## src/hw/rtl/arpc_pkg.sv

```systemverilog
`timescale 1ns / 1ps
// arpc_pkg: shared types, sizes and the replacement lfsr step for the arp cache table
// no dependencies; imported by arpc_victim and arp_cache_table

package arpc_pkg;

   // table size, kept a power of two so the random victim is a plain mask
   localparam int ENTRY_BITS = 5;
   localparam int ENTRIES    = 1 << ENTRY_BITS;

   localparam logic [15:0] LFSR_RESET    = 16'hACE1;
   localparam logic [7:0]  TIMEOUT_RESET = 8'd15;
   localparam logic [7:0]  AGE_MAX       = 8'hFF;

   typedef enum logic [1:0] {
      CMD_LOOKUP  = 2'd0,
      CMD_INSERT  = 2'd1,
      CMD_REFRESH = 2'd2,
      CMD_TICK    = 2'd3
   } cmd_type;

   typedef struct packed {
      cmd_type     command;
      logic [31:0] ip_address;
      logic [47:0] mac_address;
   } req_type;

   typedef struct packed {
      logic        hit;
      logic [47:0] found_mac;
      logic [4:0]  slot;
   } rsp_type;

   // one table entry as stored in the entry memory
   typedef struct packed {
      logic [31:0] ip;
      logic [47:0] mac;
      logic [7:0]  age;
   } entry_type;

   // insert target chosen from the valid bits or the lfsr
   typedef struct packed {
      logic                  full;
      logic [ENTRY_BITS-1:0] idx;
   } victim_type;

   // fibonacci lfsr, taps 16,14,13,11
   function automatic logic [15:0] lfsr_next(input logic [15:0] s);
      logic fb;
      fb = s[0] ^ s[2] ^ s[3] ^ s[5];
      return {fb, s[15:1]};
   endfunction

endpackage

```

## src/hw/rtl/arpc_victim.sv

```systemverilog
`timescale 1ns / 1ps
// arpc_victim: picks the slot an insert writes, first free entry or lfsr choice
// depends on arpc_pkg

module arpc_victim
   import arpc_pkg::*;
(
   input  logic               clock,
   input  logic               reset,
   input  logic [ENTRIES-1:0] valid_vec,
   input  logic               take,
   output victim_type         victim
);

   logic [15:0]           lfsr_ff;
   logic [15:0]           lfsr_step;
   logic                  free_found;
   logic [ENTRY_BITS-1:0] free_idx;

   // lowest numbered invalid entry
   always_comb begin
      free_found = 1'b0;
      free_idx   = '0;
      for (int i = ENTRIES - 1; i >= 0; i--) begin
         if (!valid_vec[i]) begin
            free_found = 1'b1;
            free_idx   = ENTRY_BITS'(i);
         end
      end
   end

   assign lfsr_step   = lfsr_next(lfsr_ff);
   assign victim.full = !free_found;
   assign victim.idx  = free_found ? free_idx : lfsr_step[ENTRY_BITS-1:0];

   // lfsr only moves when a full table forces a random replacement
   always_ff @(posedge clock) begin
      if (reset) begin
         lfsr_ff <= LFSR_RESET;
      end else if (take && victim.full) begin
         lfsr_ff <= lfsr_step;
      end
   end

endmodule

```

## src/hw/rtl/arp_cache_table.sv

```systemverilog
`timescale 1ns / 1ps
// arp_cache_table: one transaction in, one transaction out per command
// lookup, refresh and tick walk the entry memory one entry per cycle; a lookup hit stops
// the walk early; insert skips the walk and writes the chosen slot directly
// the single-port read of the entry memory sets the scan rate
// synchronous reset clears valid bits and handshakes and reloads lfsr and timeout; memory is not cleared
// depends on arpc_pkg and arpc_victim

module arp_cache_table
   import arpc_pkg::*;
(
   input  logic        clock,
   input  logic        reset,
   // command transactions
   input  logic        req_valid,
   output logic        req_ready,
   input  req_type     req_data,
   // result transactions
   output logic        rsp_valid,
   input  logic        rsp_ready,
   output rsp_type     rsp_data,
   // timeout register write
   input  logic        csr_valid,
   output logic        csr_ready,
   input  logic [7:0]  csr_data
);

   typedef enum logic [1:0] {
      ST_IDLE,
      ST_SCAN,
      ST_INSERT,
      ST_FIN
   } state_type;

   state_type             state_ff;
   req_type               cmd_ff;
   rsp_type               res_ff;
   logic                  rsp_valid_ff;
   rsp_type               rsp_data_ff;
   logic [7:0]            timeout_ff;
   logic [ENTRIES-1:0]    valid_ff;

   // scan pipeline: issue counter, then in the next cycle the checked entry
   logic [ENTRY_BITS:0]   issue_ff;
   logic                  chk_vld_ff;
   logic [ENTRY_BITS-1:0] chk_idx_ff;

   // entry memory, one write and one registered read per cycle
   entry_type             entry_mem [ENTRIES];
   entry_type             rd_data_ff;
   logic                  rd_go;
   logic [ENTRY_BITS-1:0] rd_addr;
   logic                  mem_we;
   logic [ENTRY_BITS-1:0] mem_waddr;
   entry_type             mem_wdata;

   logic                  req_take;
   logic                  chk_live;
   logic                  match;
   logic [7:0]            age_inc;
   logic                  expire;
   logic                  scan_end;
   logic                  out_free;
   victim_type            victim;

   assign req_ready = (state_ff == ST_IDLE);
   assign req_take  = req_valid && req_ready;
   assign csr_ready = 1'b1;
   assign rsp_valid = rsp_valid_ff;
   assign rsp_data  = rsp_data_ff;

   // read side of the scan: next entry while the counter has not run past the end
   assign rd_go   = (state_ff == ST_SCAN) && !issue_ff[ENTRY_BITS];
   assign rd_addr = issue_ff[ENTRY_BITS-1:0];

   // the entry read last cycle, only meaningful when it is valid
   assign chk_live = chk_vld_ff && valid_ff[chk_idx_ff];
   assign match    = chk_live && (rd_data_ff.ip == cmd_ff.ip_address);
   assign age_inc  = (rd_data_ff.age == AGE_MAX) ? AGE_MAX : rd_data_ff.age + 8'd1;
   assign expire   = age_inc > timeout_ff;
   assign scan_end = chk_vld_ff && (chk_idx_ff == ENTRY_BITS'(ENTRIES - 1));
   assign out_free = !rsp_valid_ff || rsp_ready;

   // write-back: insert, refresh on match, age update on tick
   // each entry is read once and written at most once per scan, so no forwarding is needed
   always_comb begin
      mem_we    = 1'b0;
      mem_waddr = chk_idx_ff;
      mem_wdata = rd_data_ff;
      if (state_ff == ST_INSERT) begin
         mem_we    = 1'b1;
         mem_waddr = victim.idx;
         mem_wdata = '{ip: cmd_ff.ip_address, mac: cmd_ff.mac_address, age: 8'd0};
      end else if (state_ff == ST_SCAN) begin
         if (cmd_ff.command == CMD_REFRESH && match) begin
            mem_we        = 1'b1;
            mem_wdata.mac = cmd_ff.mac_address;
            mem_wdata.age = 8'd0;
         end else if (cmd_ff.command == CMD_TICK && chk_live) begin
            mem_we        = 1'b1;
            mem_wdata.age = age_inc;
         end
      end
   end

   always_ff @(posedge clock) begin
      if (mem_we) begin
         entry_mem[mem_waddr] <= mem_wdata;
      end
      if (rd_go) begin
         rd_data_ff <= entry_mem[rd_addr];
      end
   end

   // insert slot selection and replacement lfsr
   arpc_victim u_victim (
      .clock     (clock),
      .reset     (reset),
      .valid_vec (valid_ff),
      .take      (state_ff == ST_INSERT),
      .victim    (victim)
   );

   // timeout register, loaded with the whole 8-bit write
   always_ff @(posedge clock) begin
      if (reset) begin
         timeout_ff <= TIMEOUT_RESET;
      end else if (csr_valid && csr_ready) begin
         timeout_ff <= csr_data;
      end
   end

   // command sequencer and output register
   always_ff @(posedge clock) begin
      if (reset) begin
         state_ff     <= ST_IDLE;
         valid_ff     <= '0;
         rsp_valid_ff <= 1'b0;
         issue_ff     <= '0;
         chk_vld_ff   <= 1'b0;
      end else begin
         // result leaves when the consumer takes it, unless the next one replaces it
         if (rsp_valid_ff && rsp_ready && state_ff != ST_FIN) begin
            rsp_valid_ff <= 1'b0;
         end
         case (state_ff)
            ST_IDLE: begin
               if (req_take) begin
                  cmd_ff     <= req_data;
                  res_ff     <= '0;
                  issue_ff   <= '0;
                  chk_vld_ff <= 1'b0;
                  state_ff   <= (req_data.command == CMD_INSERT) ? ST_INSERT : ST_SCAN;
               end
            end
            ST_SCAN: begin
               issue_ff   <= issue_ff + (ENTRY_BITS + 1)'(rd_go);
               chk_vld_ff <= rd_go;
               chk_idx_ff <= rd_addr;
               // aging may drop the entry just checked
               if (cmd_ff.command == CMD_TICK && chk_live && expire) begin
                  valid_ff[chk_idx_ff] <= 1'b0;
               end
               if (cmd_ff.command == CMD_LOOKUP && match) begin
                  // first match wins, rest of the walk is dropped
                  res_ff.hit       <= 1'b1;
                  res_ff.found_mac <= rd_data_ff.mac;
                  res_ff.slot      <= 5'(chk_idx_ff);
                  state_ff         <= ST_FIN;
               end else if (scan_end) begin
                  state_ff <= ST_FIN;
               end
            end
            ST_INSERT: begin
               valid_ff[victim.idx] <= 1'b1;
               res_ff.slot          <= 5'(victim.idx);
               state_ff             <= ST_FIN;
            end
            ST_FIN: begin
               if (out_free) begin
                  rsp_valid_ff <= 1'b1;
                  rsp_data_ff  <= res_ff;
                  state_ff     <= ST_IDLE;
               end
            end
            default: begin
               state_ff <= ST_IDLE;
            end
         endcase
      end
   end

   // scan write-back only for an entry whose read data is in hand
   a_wb_needs_read: assert property (@(posedge clock) disable iff (reset)
      (mem_we && state_ff == ST_SCAN) |-> chk_vld_ff)
      else $error("scan write-back without a checked entry");

   // a lookup hit ends the walk at once
   a_hit_stops_scan: assert property (@(posedge clock) disable iff (reset)
      (state_ff == ST_SCAN && cmd_ff.command == CMD_LOOKUP && match) |=> state_ff == ST_FIN)
      else $error("lookup kept scanning after a hit");

   // an insert always leaves its slot valid
   a_insert_valid: assert property (@(posedge clock) disable iff (reset)
      (state_ff == ST_INSERT) |=> valid_ff[$past(victim.idx)])
      else $error("inserted entry not marked valid");

endmodule
```

## config.mk

```make
export PLATFORM = sky130hd
export DESIGN_NAME = arp_cache_table
export DESIGN_NICKNAME = d
export VERILOG_FILES = /design/src/hw/rtl/arpc_pkg.sv /design/src/hw/rtl/arpc_victim.sv /design/src/hw/rtl/arp_cache_table.sv
export SDC_FILE = /design/constraint.sdc
export NUM_CORES = 2
export LEC_CHECK = 0
export BUFFER_PORTS_ARGS = -buffer_cell sky130_fd_sc_hd__buf_2
export CAP_MARGIN = 0
export CORE_ASPECT_RATIO = 1.75
export CORE_UTILIZATION = 45
export DETAILED_ROUTE_END_ITERATION = 12
export PLACE_DENSITY = 0.57
export SLEW_MARGIN = 20
export SYNTH_ARGS = -nofsm -noshare
export SYNTH_HDL_FRONTEND = slang
export SYNTH_SLANG_ARGS = --single-unit
```

## constraint.sdc

```tcl
create_clock -name clock -period 20.8 [get_ports clock]
set_input_delay 1.04 -clock clock [delete_from_list [all_inputs] [get_ports clock]]
set_output_delay 1.04 -clock clock [all_outputs]
set_load 0.005 [all_outputs]
```

Yosys cells after proc, flatten, opt, wreduce, memory -nomap -nowiden --
Memories as Yosys holds them, arrays and structs flattened. A register that Yosys moved wholly into a read port is not among the register bits. Index checks and enable logic that the tools add are counted.
Storage, ports and cells: register bits 261, RAM bits 2816, input bits 95, output and inout port bits 57, logic and storage cells 182, memories 1
Memories:
- entry_mem | depth 32, bits a word 88, read ports 1, clocked after Yosys merged registers in 1, wr ports 1, RTL line arp_cache_table.sv:49 | entry_type entry_mem [ENTRIES];
Cells by class: add/sub/neg operators 2, $lt $le $gt $ge 5, equal/unequal tests 15, multiplexer cells 104, bitwise operators 7, reduce and logical (&&, ||, !) cells 31
Operator list (count):
- two-way mux 5 bit | 34
- two-way mux 56 bit | 2
- two-way mux 54 bit | 2
- one-hot mux 49 bit (2 select lines) | 1
- two-way mux 32 bit | 2
- one-hot mux 32 bit (2 select lines) | 1
- two-way mux 48 bit | 1
- two-way mux 1 bit | 45
- AND 32 bit | 1
- equality test 32 bit | 1
- inverter 32 bit | 1
- bitwise OR 32 bit | 1
- two-way mux 8 bit | 3
- one-hot mux 5 bit (3 select lines) | 1
- logical AND 1 bit | 14
- less-than comparator 5 x 6 -> 1 bit (second input constant) | 2
- one-hot mux 6 bit (2 select lines) | 1
- demux 1 bit (select 5 bit) | 2
- greater-or-equal comparator 5 x 1 -> 1 bit (second input constant) | 2
- two-way mux 2 bit | 5
- AND reduction 3 bit | 3
- adder 8 x 1 -> 8 bit (second input constant) | 1
- equality test 2 bit (second input constant) | 4
- equality test 8 bit (second input constant) | 1
- 20 further kinds | 33

Longest topological paths before layout --
word-level depth 39, mapped depth 13, mapped depth without buffers 13

Hierarchy --
From an unflattened synthesis, not the netlist that was laid out.
Second synthesis, totals: cell total of the unflattened synthesis 5036, area total of the unflattened synthesis 120863.4 µm²
Modules (own cells, without submodules):
- arp_cache_table | times used 1, cells an instance 4907, area an instance 119801.1 µm², sequential area each 94060.2 µm²
- arpc_victim | times used 1, cells an instance 129, area an instance 1062.3 µm², sequential area each 320.3 µm²

Least setup slack after synthesis --
Ideal clock, no wire load.
path type flip-flop to flip-flop, start point register rd_data_ff[68] (netlist name), end point memory entry_mem[5][0] (netlist name), enable pin, library setup time 781 ps, arrival 10960 ps, slack 9059 ps, cell stages (with the launch flop) 9, buffers on the path 1, clock period less this slack 11741 ps, path through edfxtp_1 > xor2_1 > nor4_1 > nand4_1 > nor4_1 > o2111ai_2 > o211a_2 > buf_6 > nor4b_1
On the way: word-level cells in the longest chain between the ends 8
Ends and longest elaborated chain:
- equality test 32 bit | RTL line arp_cache_table.sv:78 | assign match = chk_live && (rd_data_ff.ip == cmd_ff.ip_address);
- logical AND 1 bit | RTL line arp_cache_table.sv:78
- logical AND 1 bit | RTL line arp_cache_table.sv:95 | if (cmd_ff.command == CMD_REFRESH && match) begin
- two-way mux 1 bit | RTL line arp_cache_table.sv:95
- two-way mux 1 bit | RTL line arp_cache_table.sv:94 | end else if (state_ff == ST_SCAN) begin
- two-way mux 1 bit | RTL line arp_cache_table.sv:90 | if (state_ff == ST_INSERT) begin
- two-way mux 1 bit | RTL line arp_cache_table.sv:107 | if (mem_we) begin
- two-way mux 1 bit (not written as such) | RTL line arp_cache_table.sv:108 | entry_mem[mem_waddr] <= mem_wdata;
- end: declaration | RTL line arp_cache_table.sv:49
No other way between the ends.

==> results.md <==
- Switching part of the total: about 24%
- Crit. Startpoint: issue_ff[0]
- Setup ws final: 14.86 ns
- Slew @ Worst Pin: about 1.2 ns
- Drt via density: 6.09
- Post-synthesis cell count: about 5100
- Design Area, Final: about 140000 µm²
- Number of global-route vias before repair: ~58000
- FF+latch area: 94400 µm²
- Most common cell after layout, fill and taps aside: edfxtp_1
- Synthesized Nets: between 5000 and 6000
- Hold Fails Final Rpt: 0
- Pint: between 0.01 and 0.015 W
- Worst hold start: req_data[3]
- Combinational share of power: between 10% and 20%
- Area contributors post-synth: edfxtp_1 (77%), mux4_2 (16%), mux2_2 (1.3%)
- Die width: about 390 µm
- Vias: around 56000
- NumNets Final: about 5500
- Synth async-reset ratio: 0%
- Post-CTS resize count: 0
- Hold Buf Count CTS: 0
- Starting density of the core: approximately 45%
- Final Critical Period: approximately 5.9 ns
- Clock skew: approximately 0.063 ns
- Area share of the largest cell type after synthesis: between 70% and 80%
- Worst-skew pair later-pin latency: about 0.89 ns
- Clock Power Share: approximately 36%
- RSZ-0062 raised after global routing: no
- Core area: about 270000 µm²
- Area of the multi-input gates: around 26000 µm²
- Yosys cell types: between 70 and 80
- First-pass GRT wire length: approximately 450000 µm
- Required @ worst endpoint: 21.39 ns
- Critical Path AT: around 6.5 ns
- Worst r2r src: issue_ff[0]
- Largest net degree at the start of global routing: 132
- Clock slew at reported path FFs: about 0.060 ns
- GRT Total Usage: a little under a quarter
- TritonCTS clock tree: done
- Worst Path Max Fanout: 89
- ANT nets after route: 0
- Rel. slew slack: around 22%
- Clk sinks: around 3200
- Post-synth EDFFs: between 3000 and 4000
- Die area: ~270000 µm²
- Total setup buffers inserted after CTS: 0
- CTS Buffer Depth: 4
- Setup-violating endpoint count in the final report: 0
- Initial DRC count: around 5600
- CTS Buf Count: just under 300
- Post-synthesis sequential area ratio: just under 80%
- # rows: around 250
- Power, Total: roughly 0.015 W
- CP Launch Type: flip-flop
- Post-synth top area cell: edfxtp_1
- Most frequent cells in the layout: edfxtp_1 (3099), mux4_2 (881), clkbuf_16 (304)
- Gp weighted congestion: between 0.8 and 0.9
- Remaining Overflow, GRT: 0
- #FFs+latches synth: 3165
- Max Freq: between 150 and 200 MHz
- CP Capture Type: flip-flop
- Slew Limit Fails: 0
- Share of layout cells above drive strength 1: 32.1%
- Root Driver: clkbuf_16
- Critical path class: reg2reg
- Filler cells: between 20000 and 25000
- Die Y: around 690 µm
- Total wire length: about 320000 µm
- Detail Placement HPWL: between 150000 and 200000 µm
- Worst Hold Class: in2reg
- TNS Setup: 0 ns
- Synthesis-to-finish area growth: 12.3%
- H-tree depth: 5
- Avg Cell Area, Syn: 23.9 µm²
- I/O pins: roughly 150
- Placed cell areas: 127000 µm²
- Post-Syn Area: 121000 µm²
- Seq pwr share: 53.6%
- Port buffer count: 150
- Maximum VDD drop: approximately 0.063 mV
- Status: complete, no violations
- Switching pwr: approximately 0.0035 W
- Wirelength per Cell: 34.8 µm
- Final period util: about 29%
- Initial antenna violation count: 25
- Place WS: ~15 ns
- Max-cap viol count: 0
- Drc violations: 0
- Most used DFF post-synth: edfxtp_1
- Synth Warn #: 0
- First-pass iteration count of the detailed router: 5
- Power per standard cell area: around 110 nW/µm²
- Pleak: just over 40 nW
-- per-layer routing --
| metal | vias to the layer above | global-route usage (%) | routed length (µm) |
|---|---|---|---|
| met5 | - | 0 | 13 |
| met4 | 2 | 6.95 | 9650 |
| met3 | 418 | 3.16 | 18600 |
| met2 | 2030 | 41.6 | 168000 |
| met1 | 30886 | 30.5 | 122000 |
| li1 | 22373 | - | - |
-- registers in the layout, summed over array words and instances, names as in the netlist, 2 cells and up --
register / flops
chk_idx_ff: 5
timeout_ff: 8
issue_ff: 6
res_ff: 54
state_ff: 2
valid_ff: 32
rsp_data: 54
entry_mem: 2816
u_victim.lfsr_ff: 16
cmd_ff: 82
rd_data_ff: 88
-- cells in the mapped netlist, drive strengths merged (9+ instances only) --
cell and n:
nand2 71, nor4 26, inv 21, nor2b 19, clkbuf 160, nand3 19, o211ai 44, nor3 16
edfxtp 3099, mux4 881, xor2 20, dfxtp 66, nand2b 13, mux2i 26, ha 15, a21oi 20
nor4b 9, mux2 171, o21ai 43, and2 50, nor2 45, buf 96, xnor2 22, nand4 18
-- power groups by stage --
stage	Combinational, W	Sequential (W)	Clock [W]
6_report	0.00147	0.00788	0.00535
5_1_grt	0.00159	0.00789	0.00568
4_1_cts	0.00151	0.00789	0.00546
3_5_place_dp	0.00151	0.00802	0
3_3_place_gp	0.00146	0.00802	0
2_1_floorplan	0.000870	0.00796	0
-- kinds of logic (layout without fill, tap and decap cells) --
kind of cell	Yosys count	in the layout	share of synthesized area (%)
muxes	1078	1078	18.3
and+or+nand+nor	306	306	1.37
buffers and inverters	277	826	0.981
AOI/OAI and AO/OA	176	176	1.01
xor gates and xnor gates	42	42	0.304
other	1	4	0.00309
adders and majority gates	15	15	0.155
DFF	3165	3165	77.9
-- area by class of cell --
type                    instances  area share (%)
flip-flops and latches       3165            69.3
multi-input cells            1618            19.0
clock buffers                 359            5.75
well taps                    3542            3.26
repair buffers                285            1.45
clock inverters               161            1.10
inverters                      21          0.0579
diodes                          3         0.00551
-- through the flow --
step / utilization (%) / hold slack, ns / instances
final: 50.9 / 0.330 / 9154
after global routing: 50.9 / 0.309 / 9152
after CTS: 50.9 / 0.262 / 9150
after detailed placement: 47.4 / 0.405 / 8630
after global placement: 47.4 / 0.402 / 8630
after floorplan: - / 0.400 / 5060
-- critical path, stage by stage (launching register included) --
cell and delay (ns):
dfxtp_4 0.89, buf_12 0.53, buf_4 0.81, buf_12 0.50, buf_4 0.83, mux4_2 0.61, mux4_2 0.52, mux2_2 0.28
-- final timing paths --
path                                        to  slack [ns]  depth (start not counted)
worst max-delay path            rd_data_ff[29]       14.86                          7
worst min-delay path                 cmd_ff[3]        0.33                          1
worst max register to register  rd_data_ff[29]       14.86                          7
worst min register to register    rsp_data[47]        0.42                          0
Power figures use the tool's default switching activity.
